`config.mk`:
```
export PLATFORM = sky130hd
export DESIGN_NAME = bloch_spinlock_euler_step_top
export DESIGN_NICKNAME = d
export VERILOG_FILES = /design/src/sv/bse_pkg.sv /design/src/sv/bloch_spinlock_euler_step_top.sv
export VERILOG_INCLUDE_DIRS = /design/src /design/src/sv
export SDC_FILE = /design/constraint.sdc
export NUM_CORES = 2
export LEC_CHECK = 0
export BUFFER_PORTS_ARGS = -buffer_cell sky130_fd_sc_hd__clkbuf_2
export CORE_ASPECT_RATIO = 2
export CORE_MARGIN = 2
export CORE_UTILIZATION = 57
export CTS_CLUSTER_SIZE = 14
export DETAILED_ROUTE_END_ITERATION = 10
export HOLD_SLACK_MARGIN = 0.05
export PLACE_DENSITY = 0.75
export SYNTH_ARGS = -nofsm -noshare
export SYNTH_HDL_FRONTEND = slang
export SYNTH_SLANG_ARGS = --single-unit
```
`constraint.sdc`:
```
create_clock -name clk_i -period 11.15 [get_ports clk_i]
set_clock_uncertainty 0.15 [all_clocks]
set_input_delay 1.115 -clock clk_i [delete_from_list [all_inputs] [get_ports clk_i]]
set_output_delay 1.115 -clock clk_i [all_outputs]
set_load 0.01 [all_outputs]
```
`src/sv/bloch_spinlock_euler_step_top_defines.svh`:
```
// Assertion macros for the spin-lock Euler step block.
// Included by sv/bloch_spinlock_euler_step_top.sv; no other dependencies.
`ifndef BLOCH_SPINLOCK_EULER_STEP_TOP_DEFINES_SVH
`define BLOCH_SPINLOCK_EULER_STEP_TOP_DEFINES_SVH

// Same-cycle implication, disabled while reset is asserted.
`define BSE_ASSERT_NOW(label, clk, rst_n, ante, cons) \
  label: assert property (@(posedge clk) disable iff (!rst_n) (ante) |-> (cons)) \
    else $error("bse: same-cycle check failed");

// Next-cycle implication, disabled while reset is asserted.
`define BSE_ASSERT_NEXT(label, clk, rst_n, ante, cons) \
  label: assert property (@(posedge clk) disable iff (!rst_n) (ante) |=> (cons)) \
    else $error("bse: next-cycle check failed");

`endif

```
`src/sv/bse_pkg.sv`:
```
// Shared types, constants and the rate-matrix lookup for the Euler step block.
// No dependencies; used by sv/bloch_spinlock_euler_step_top.sv.
package bse_pkg;

  // Field widths and fixed-point formats.
  localparam int MAG_W      = 32;  // signed Q2.30 magnetization
  localparam int RATE_W     = 32;  // signed Q20.12 rates
  localparam int DT_W       = 32;  // unsigned Q0.32 time step
  localparam int RATE_FRAC  = 12;
  localparam int NUM_AXES   = 3;
  localparam int AXIS_W     = 2;

  // Datapath widths: one row sum of three floored products, the shared
  // multiplier operands and product, and the final update sum.
  localparam int TERM_W     = RATE_W + MAG_W - RATE_FRAC;
  localparam int ACC_W      = TERM_W + 2;
  localparam int ACC_HI_W   = ACC_W - DT_W;
  localparam int MUL_W      = 33;
  localparam int PROD_W     = 2 * MUL_W;
  localparam int SUM_W      = ACC_HI_W + DT_W + 2;

  // Configuration port.
  localparam int CFG_IDX_W  = 3;
  localparam int CFG_DATA_W = 32;

  localparam logic [MAG_W-1:0] MAG_ONE = MAG_W'(1) << (MAG_W - 2);
  localparam logic [MAG_W-1:0] MAG_MAX = {1'b0, {(MAG_W-1){1'b1}}};
  localparam logic [MAG_W-1:0] MAG_MIN = {1'b1, {(MAG_W-1){1'b0}}};

  typedef enum logic [CFG_IDX_W-1:0] {
    CFG_R1     = 3'd0,
    CFG_R2     = 3'd1,
    CFG_DT     = 3'd2,
    CFG_INIT_X = 3'd3,
    CFG_INIT_Y = 3'd4,
    CFG_INIT_Z = 3'd5
  } cfg_idx_e;

  typedef enum logic [2:0] {
    ST_IDLE,
    ST_RUN,
    ST_DRAIN,
    ST_COMMIT,
    ST_EMIT
  } state_e;

  // Slots of one matrix row in the sequencer.
  typedef enum logic [2:0] {
    PH_T0   = 3'd0,
    PH_T1   = 3'd1,
    PH_T2   = 3'd2,
    PH_WAIT = 3'd3,
    PH_LO   = 3'd4,
    PH_HI   = 3'd5
  } phase_e;

  // What the registered product is used for.
  typedef enum logic [2:0] {
    OP_NONE,
    OP_TERM_FIRST,
    OP_TERM,
    OP_DT_LO,
    OP_DT_HI
  } op_e;

  typedef enum logic [2:0] {
    RS_R1,
    RS_R2,
    RS_WX,
    RS_WY,
    RS_DW
  } rate_sel_e;

  typedef struct packed {
    rate_sel_e sel;
    logic      neg;
  } term_t;

  typedef struct packed {
    logic signed [RATE_W-1:0] drive_x;
    logic signed [RATE_W-1:0] drive_y;
    logic signed [RATE_W-1:0] offresonance;
    logic                     first;
    logic                     last;
  } in_word_t;

  typedef struct packed {
    logic signed [MAG_W-1:0] final_mag_x;
    logic signed [MAG_W-1:0] final_mag_y;
    logic signed [MAG_W-1:0] final_mag_z;
  } out_word_t;

  // Entry of the rate matrix for a row and a magnetization component:
  // which rate it uses and whether the product is subtracted.
  function automatic term_t term_info(logic [AXIS_W-1:0] row, logic [AXIS_W-1:0] k);
    term_t t;
    t = '{sel: RS_R1, neg: 1'b0};
    unique case ({row, k})
      {2'd0, 2'd0}: t = '{sel: RS_R1, neg: 1'b1};
      {2'd0, 2'd1}: t = '{sel: RS_DW, neg: 1'b0};
      {2'd0, 2'd2}: t = '{sel: RS_WY, neg: 1'b1};
      {2'd1, 2'd0}: t = '{sel: RS_DW, neg: 1'b1};
      {2'd1, 2'd1}: t = '{sel: RS_R2, neg: 1'b1};
      {2'd1, 2'd2}: t = '{sel: RS_WX, neg: 1'b0};
      {2'd2, 2'd0}: t = '{sel: RS_WY, neg: 1'b0};
      {2'd2, 2'd1}: t = '{sel: RS_WX, neg: 1'b1};
      {2'd2, 2'd2}: t = '{sel: RS_R2, neg: 1'b1};
      default:      t = '{sel: RS_R1, neg: 1'b0};
    endcase
    return t;
  endfunction

endpackage

```
`src/sv/bloch_spinlock_euler_step_top.sv`:
```
// Spin-lock Bloch forward-Euler step: sequencer, shared multiplier and state.
// Depends on sv/bse_pkg.sv and sv/bloch_spinlock_euler_step_top_defines.svh.
//
//   channel   direction  handshake               payload
//   in        sink       in_valid_i/in_stall_o   bse_pkg::in_word_t
//   out       source     out_valid_o/out_stall_i bse_pkg::out_word_t
//   cfg       sink       cfg_we_i                cfg_idx_i, cfg_data_i
//
// Each input word runs through three rows of six slots on one shared 33x33
// multiplier, plus drain and commit, and an emit state when last is set.
// Reset clears the configuration registers (initial z = 1.0) and the state.
// A finished result waits in the output register while the next word runs;
// if it is still stalled when the next result is ready, that word waits.
`include "bloch_spinlock_euler_step_top_defines.svh"

module bloch_spinlock_euler_step_top (
  input  logic                                 clk_i,
  input  logic                                 rst_ni,
  input  logic                                 in_valid_i,
  output logic                                 in_stall_o,
  input  bse_pkg::in_word_t                    in_word_i,
  output logic                                 out_valid_o,
  input  logic                                 out_stall_i,
  output bse_pkg::out_word_t                   out_word_o,
  input  logic                                 cfg_we_i,
  input  logic [bse_pkg::CFG_IDX_W-1:0]        cfg_idx_i,
  input  logic [bse_pkg::CFG_DATA_W-1:0]       cfg_data_i
);

  // Configuration registers.
  logic signed [bse_pkg::RATE_W-1:0] r1_q, r2_q;
  logic        [bse_pkg::DT_W-1:0]   dt_q;
  logic signed [bse_pkg::MAG_W-1:0]  init_q [bse_pkg::NUM_AXES];

  // Sample and state.
  logic signed [bse_pkg::RATE_W-1:0] wx_q, wy_q, dw_q;
  logic                              last_q;
  logic signed [bse_pkg::MAG_W-1:0]  mag_q [bse_pkg::NUM_AXES];
  logic signed [bse_pkg::MAG_W-1:0]  new_q [bse_pkg::NUM_AXES];

  // Sequencer.
  bse_pkg::state_e            state_q, state_d;
  bse_pkg::phase_e            ph_q, ph_d;
  logic [bse_pkg::AXIS_W-1:0] row_q, row_d;
  bse_pkg::op_e               issue_op;
  logic                       accept;
  logic                       out_load;

  // Multiplier pipeline register and row accumulator.
  bse_pkg::op_e                       op_q;
  logic [bse_pkg::AXIS_W-1:0]         tag_row_q;
  logic                               tag_neg_q;
  logic signed [bse_pkg::PROD_W-1:0]  prod_q, prod_d;
  logic signed [bse_pkg::ACC_W-1:0]   acc_q, acc_d, acc_base, term_ext;
  logic signed [bse_pkg::TERM_W-1:0]  term_val;
  logic        [bse_pkg::DT_W-1:0]    lo_q;

  logic                               out_valid_q;
  bse_pkg::out_word_t                 out_q;

  // Operand selection.
  bse_pkg::term_t                     tinfo;
  logic [bse_pkg::AXIS_W-1:0]         mag_k;
  logic signed [bse_pkg::RATE_W-1:0]  rate_op;
  logic signed [bse_pkg::MUL_W-1:0]   mul_a, mul_b;
  logic signed [bse_pkg::ACC_HI_W-1:0] acc_hi;

  // Update sum and saturation.
  logic signed [bse_pkg::SUM_W-1:0]   upd_sum;
  logic                               upd_fits;
  logic [bse_pkg::MAG_W-1:0]          upd_sat;

  assign in_stall_o  = (state_q != bse_pkg::ST_IDLE);
  assign accept      = in_valid_i && !in_stall_o;
  assign out_valid_o = out_valid_q;
  assign out_word_o  = out_q;

  // Configuration writes; unknown indexes are ignored.
  always_ff @(posedge clk_i or negedge rst_ni) begin
    if (!rst_ni) begin
      r1_q      <= '0;
      r2_q      <= '0;
      dt_q      <= '0;
      init_q[0] <= '0;
      init_q[1] <= '0;
      init_q[2] <= bse_pkg::MAG_ONE;
    end else if (cfg_we_i) begin
      unique case (bse_pkg::cfg_idx_e'(cfg_idx_i))
        bse_pkg::CFG_R1:     r1_q      <= cfg_data_i[bse_pkg::RATE_W-1:0];
        bse_pkg::CFG_R2:     r2_q      <= cfg_data_i[bse_pkg::RATE_W-1:0];
        bse_pkg::CFG_DT:     dt_q      <= cfg_data_i[bse_pkg::DT_W-1:0];
        bse_pkg::CFG_INIT_X: init_q[0] <= cfg_data_i[bse_pkg::MAG_W-1:0];
        bse_pkg::CFG_INIT_Y: init_q[1] <= cfg_data_i[bse_pkg::MAG_W-1:0];
        bse_pkg::CFG_INIT_Z: init_q[2] <= cfg_data_i[bse_pkg::MAG_W-1:0];
        default: ;
      endcase
    end
  end

  // State register of the sequencer.
  always_ff @(posedge clk_i or negedge rst_ni) begin
    if (!rst_ni) begin
      state_q <= bse_pkg::ST_IDLE;
      ph_q    <= bse_pkg::PH_T0;
      row_q   <= '0;
    end else begin
      state_q <= state_d;
      ph_q    <= ph_d;
      row_q   <= row_d;
    end
  end

  // Next state and issue slot: per row three products, a bubble for the
  // last accumulation, then the two halves of the time-step product.
  always_comb begin
    state_d  = state_q;
    ph_d     = ph_q;
    row_d    = row_q;
    issue_op = bse_pkg::OP_NONE;
    out_load = 1'b0;
    unique case (state_q)
      bse_pkg::ST_IDLE: begin
        if (in_valid_i) begin
          state_d = bse_pkg::ST_RUN;
          ph_d    = bse_pkg::PH_T0;
          row_d   = '0;
        end
      end
      bse_pkg::ST_RUN: begin
        unique case (ph_q)
          bse_pkg::PH_T0:   issue_op = bse_pkg::OP_TERM_FIRST;
          bse_pkg::PH_T1,
          bse_pkg::PH_T2:   issue_op = bse_pkg::OP_TERM;
          bse_pkg::PH_LO:   issue_op = bse_pkg::OP_DT_LO;
          bse_pkg::PH_HI:   issue_op = bse_pkg::OP_DT_HI;
          default:          issue_op = bse_pkg::OP_NONE;
        endcase
        if (ph_q == bse_pkg::PH_HI) begin
          ph_d = bse_pkg::PH_T0;
          if (row_q == bse_pkg::AXIS_W'(bse_pkg::NUM_AXES - 1)) begin
            state_d = bse_pkg::ST_DRAIN;
          end else begin
            row_d = row_q + 2'd1;
          end
        end else begin
          ph_d = bse_pkg::phase_e'(ph_q + 3'd1);
        end
      end
      bse_pkg::ST_DRAIN: state_d = bse_pkg::ST_COMMIT;
      bse_pkg::ST_COMMIT: state_d = last_q ? bse_pkg::ST_EMIT : bse_pkg::ST_IDLE;
      bse_pkg::ST_EMIT: begin
        if (!out_valid_q || !out_stall_i) begin
          out_load = 1'b1;
          state_d  = bse_pkg::ST_IDLE;
        end
      end
      default: state_d = bse_pkg::ST_IDLE;
    endcase
  end

  // Operand selection for the shared multiplier.
  always_comb begin
    mag_k = ((issue_op == bse_pkg::OP_TERM_FIRST) || (issue_op == bse_pkg::OP_TERM))
            ? ph_q[bse_pkg::AXIS_W-1:0] : '0;
    tinfo = bse_pkg::term_info(row_q, mag_k);
    unique case (tinfo.sel)
      bse_pkg::RS_R1: rate_op = r1_q;
      bse_pkg::RS_R2: rate_op = r2_q;
      bse_pkg::RS_WX: rate_op = wx_q;
      bse_pkg::RS_WY: rate_op = wy_q;
      bse_pkg::RS_DW: rate_op = dw_q;
      default:        rate_op = '0;
    endcase
    acc_hi = acc_q[bse_pkg::ACC_W-1:bse_pkg::DT_W];
    unique case (issue_op)
      bse_pkg::OP_TERM_FIRST,
      bse_pkg::OP_TERM: begin
        mul_a = bse_pkg::MUL_W'(rate_op);
        mul_b = bse_pkg::MUL_W'(mag_q[mag_k]);
      end
      bse_pkg::OP_DT_LO: begin
        mul_a = bse_pkg::MUL_W'(dt_q);
        mul_b = bse_pkg::MUL_W'(acc_q[bse_pkg::DT_W-1:0]);
      end
      bse_pkg::OP_DT_HI: begin
        mul_a = bse_pkg::MUL_W'(dt_q);
        mul_b = bse_pkg::MUL_W'(acc_hi);
      end
      default: begin
        mul_a = '0;
        mul_b = '0;
      end
    endcase
    prod_d = mul_a * mul_b;
  end

  // Multiplier output register with the tag of what it feeds.
  always_ff @(posedge clk_i or negedge rst_ni) begin
    if (!rst_ni) begin
      op_q <= bse_pkg::OP_NONE;
    end else begin
      op_q <= issue_op;
    end
  end

  always_ff @(posedge clk_i) begin
    prod_q    <= prod_d;
    tag_row_q <= row_q;
    tag_neg_q <= tinfo.neg;
  end

  // Row accumulation of floored products, and the saturated Euler update.
  // The time-step product is split at bit 32: floor of the whole equals
  // the high partial product plus the upper word of the low one.
  always_comb begin
    term_val = prod_q[bse_pkg::RATE_W+bse_pkg::MAG_W-1:bse_pkg::RATE_FRAC];
    term_ext = bse_pkg::ACC_W'(term_val);
    acc_base = (op_q == bse_pkg::OP_TERM_FIRST) ? '0 : acc_q;
    acc_d    = tag_neg_q ? (acc_base - term_ext) : (acc_base + term_ext);
    upd_sum  = bse_pkg::SUM_W'(prod_q) + bse_pkg::SUM_W'(lo_q)
             + bse_pkg::SUM_W'(mag_q[tag_row_q]);
    upd_fits = (upd_sum[bse_pkg::SUM_W-1:bse_pkg::MAG_W-1] == '0) ||
               (upd_sum[bse_pkg::SUM_W-1:bse_pkg::MAG_W-1] == '1);
    if (upd_fits) begin
      upd_sat = upd_sum[bse_pkg::MAG_W-1:0];
    end else begin
      upd_sat = upd_sum[bse_pkg::SUM_W-1] ? bse_pkg::MAG_MIN : bse_pkg::MAG_MAX;
    end
  end

  always_ff @(posedge clk_i) begin
    if ((op_q == bse_pkg::OP_TERM_FIRST) || (op_q == bse_pkg::OP_TERM)) begin
      acc_q <= acc_d;
    end
    if (op_q == bse_pkg::OP_DT_LO) begin
      lo_q <= prod_q[2*bse_pkg::DT_W-1:bse_pkg::DT_W];
    end
    if (op_q == bse_pkg::OP_DT_HI) begin
      new_q[tag_row_q] <= upd_sat;
    end
    if (accept) begin
      wx_q   <= in_word_i.drive_x;
      wy_q   <= in_word_i.drive_y;
      dw_q   <= in_word_i.offresonance;
      last_q <= in_word_i.last;
    end
  end

  // Magnetization: reload on a first word, commit after all three rows.
  always_ff @(posedge clk_i or negedge rst_ni) begin
    if (!rst_ni) begin
      mag_q[0] <= '0;
      mag_q[1] <= '0;
      mag_q[2] <= '0;
    end else if (accept && in_word_i.first) begin
      mag_q[0] <= init_q[0];
      mag_q[1] <= init_q[1];
      mag_q[2] <= init_q[2];
    end else if (state_q == bse_pkg::ST_COMMIT) begin
      mag_q[0] <= new_q[0];
      mag_q[1] <= new_q[1];
      mag_q[2] <= new_q[2];
    end
  end

  // Output register.
  always_ff @(posedge clk_i or negedge rst_ni) begin
    if (!rst_ni) begin
      out_valid_q <= 1'b0;
    end else if (out_load) begin
      out_valid_q <= 1'b1;
    end else if (!out_stall_i) begin
      out_valid_q <= 1'b0;
    end
  end

  always_ff @(posedge clk_i) begin
    if (out_load) begin
      out_q <= '{final_mag_x: mag_q[0], final_mag_y: mag_q[1], final_mag_z: mag_q[2]};
    end
  end

  // A reload takes the initial values present at acceptance.
  `BSE_ASSERT_NEXT(a_reload_init, clk_i, rst_ni, accept && in_word_i.first,
                   (mag_q[0] == $past(init_q[0])) && (mag_q[1] == $past(init_q[1])) &&
                   (mag_q[2] == $past(init_q[2])))
  // The high half of the time-step product always follows the low half.
  `BSE_ASSERT_NOW(a_hi_after_lo, clk_i, rst_ni, op_q == bse_pkg::OP_DT_HI,
                  $past(op_q) == bse_pkg::OP_DT_LO)
  // Only a word marked last leads to a result.
  `BSE_ASSERT_NOW(a_emit_last, clk_i, rst_ni, state_q == bse_pkg::ST_EMIT, last_q)
  // A new result appears only after the emit state loaded it.
  `BSE_ASSERT_NOW(a_out_from_emit, clk_i, rst_ni, $rose(out_valid_q),
                  $past(state_q) == bse_pkg::ST_EMIT)

endmodule

```
==> results.json <==
{
  "wl_mm": 273.3,
  "netlist_area_um2": 73470,
  "grt_pass1_vias": 61520,
  "ios": 236,
  "vias_per_cell": 6.222,
  "numPortBuffers": 235,
  "cp.arrival_ns": 11.24,
  "clock.fmax_ghz": 0.09235,
  "numCtsBuffers": 66,
  "avgSynthCellArea_um2": 10.06,
  "async_flop_share_pct": 40.43,
  "fin_crit_ns": 10.83,
  "slew_headroom_pct": 4.453,
  "drcViolationCount": 0,
  "synth.top_cell.area_share_pct": 31.58,
  "clock-root-buffer": "clkbuf_16",
  "grtUsageTotal_pct": 41.97,
  "initial_core_util_pct": 57.30,
  "htree_levels": 3,
  "routedWlPerCell_um": 29.39,
  "fp.dieW_um": 257.9,
  "cpMostUsedCell": "fa_1",
  "dp_hpwl_mm": 215.1,
  "grt_max_degree": 163,
  "synth_most_common_cell": "inv_1",
  "slowest_stage": "fa_2",
  "cp_max_fo": 13,
  "synth_common_cells": "1,180 x inv_1, 1,159 x fa_1, 1,014 x nand2_1, 601 x nor2_1, 375 x edfxtp_1",
  "layout.nets": 9187,
  "drive_gt1_share_pct": 11.96,
  "grt_pass1_wl_mm": 394.8,
  "fin_crit_sh_pct": 97.11,
  "clk_pin_slew_ns": 0.07,
  "cp.required_ns": 11.56,
  "clockBufferDepth": 3,
  "vias": 57860,
  "syn-num-nets": 8941,
  "fp.dieH_um": 511.7,
  "yosys_warnings": 0,
  "rows": 186,
  "hold_viol_final": 0,
  "cts_tree": "done",
  "ant_nets": 0,
  "ys_types": 87,
  "netlist_instances": 7300,
  "maxSlewViolCount": 0,
  "yosys.area.top_type": "fa_1",
  "areaGrowthSynthToFinish_pct": 9.584,
  "ys_seq_area_share_pct": 27.37,
  "synth-edff-count": 375,
  "antenna_found_initial": 13,
  "drt_iter0_drc": 6077,
  "cts_sinks": 742,
  "dp_cells": 9161,
  "start_kind": "register",
  "clock_latency_ns": 0.68,
  "ys_top_cells_by_area": "fa_1 32%, edfxtp_1 15%, dfrtp_1 10%, inv_1 6.0%, ha_1 5.9%",
  "core_um2": 128200,
  "gr-total-overflow": 0,
  "dieArea_um2": 132000,
  "fin_cells": 9299,
  "endpoint_kind": "register",
  "cpPeakStageDelay_ns": 0.71,
  "tightest_slew_ns": 1.433,
  "outcome": "completed",
  "max_cap_violations": 0,
  "synth-seq-cells": 742,
  "setup_violations": 0,
  "hold_class": "input pin to asynchronous set/reset pin",
  "cts_hold_buf": 0,
  "dr.pass1.iters": 9,
  "utilization_pct": 62.79,
  "fill_cells": 10650,
  "critPathKind": "register to register",
  "ys.flop_type": "edfxtp_1",
  "place_congestion": 1.030
}
-- metal layers --
| layer | track usage, % | part of all wire (%) | vias up |
|---|---|---|---|
| li1 | - | - | 23800 |
| met1 | 41.02 | 29 | 29160 |
| met2 | 71.37 | 50 | 3508 |
| met3 | 7.927 | 7.7 | 1391 |
| met4 | 44.37 | 14 | 8 |
| met5 | 0 | 0.021 | - |
-- sequential cells by signal, indices dropped and copies added, names as in the netlist, 54 cells and up --
name	count
mag_q	96
init_q	96
new_q	96
prod_q	64
out_word_o	96
acc_q	54
-- cell usage in the layout (no fill, tap or decap), types with 132 or more instances in the layout --
| cell | synthesis | final |
|---|---|---|
| mux2_2 | 193 | 193 |
| nor2_1 | 601 | 594 |
| o21ai_0 | 167 | 164 |
| a22oi_1 | 132 | 132 |
| buf_4 | 5 | 249 |
| ha_1 | 344 | 343 |
| fa_1 | 1159 | 1153 |
| clkbuf_2 | 3 | 234 |
| dfrtp_1 | 299 | 296 |
| xnor2_1 | 165 | 165 |
| nand2_1 | 1014 | 1013 |
| edfxtp_1 | 375 | 375 |
| a21oi_1 | 322 | 315 |
| inv_1 | 1180 | 1179 |
-- stage by stage --
| step | setup WS, ns | cell area [µm²] | hold slack, ns | TNS, ns |
|---|---|---|---|---|
| 2_1_floorplan | 0.9430 | 73470 | 0.1954 | 0 |
| 3_3_place_gp | 0.2259 | 78120 | 0.2940 | 0 |
| 3_5_place_dp | 0.08482 | 78120 | 0.2975 | 0 |
| 4_1_cts | 0.02690 | 80170 | 0.2591 | 0 |
| 5_1_grt | -0.01018 | 80500 | 0.3002 | -0.01018 |
| 6_report | 0.3217 | 80510 | 0.2499 | 0 |
-- kinds of logic (layout without fill, tap and decap cells) --
family	after synthesis	count (layout)	share of synthesized area [%]
DFF	742	742	27.37
and+or+nand+nor	2022	2022	11.68
muxes	265	265	3.939
xor gates and xnor gates	222	222	2.646
AOI/OAI and AO/OA	1017	1017	8.973
adders and majority gates	1503	1503	37.44
other	0	9	0
buffers and inverters	1529	1827	7.954
-- worst max-delay path: cells and delay by family (launching register included) --
kind / cells / cell delay (ns)
adder cells (fa/ha/maj): 9 / 4.66
buffers and inverters: 10 / 1.34
multiplexers: 1 / 0.19
AO/OA/AOI/OAI: 15 / 2.89
flip-flops: 1 / 0.44
AND/OR/NAND/NOR: 6 / 1.00
-- final cells by class --
type | count | area, µm² | area share (%)
Antenna cell | 9 | 22.52 | 0.02797
Clock buffer | 107 | 1867 | 2.319
Clock inverter | 13 | 185.2 | 0.2300
Inverter | 1181 | 4436 | 5.509
Multi-Input combinational cell | 5029 | 47930 | 59.53
Sequential cell | 742 | 20120 | 24.99
Tap cell | 1692 | 2117 | 2.629
Timing Repair Buffer | 526 | 3841 | 4.771
-- worst paths after layout --
kind | from | endpoint | slack (ns) | cells after the start
worst max-delay path | state_q[1] | prod_q[58] | 0.32 | 41
worst min-delay path | rst_ni | mag_q[20] | 0.25 | 1
worst max register to register | state_q[1] | prod_q[58] | 0.32 | 41
worst min register to register | new_q[1][10] | mag_q[42] | 0.31 | 2
max in group asynchronous | rst_ni | r1_q[8] | 8.29 | 3
min in group clk_i | new_q[1][10] | mag_q[42] | 0.31 | 2
-- repair_timing --
| item | in CTS | in global routing |
|---|---|---|
| setup endpoints to repair | 0 | 18 |
| setup buffers | 0 | 5 |
| resized for setup | 0 | 44 |
Power is left out: the tool's default activity adds up to more than one toggle a clock period on the data nets, which glitch-free logic cannot reach.
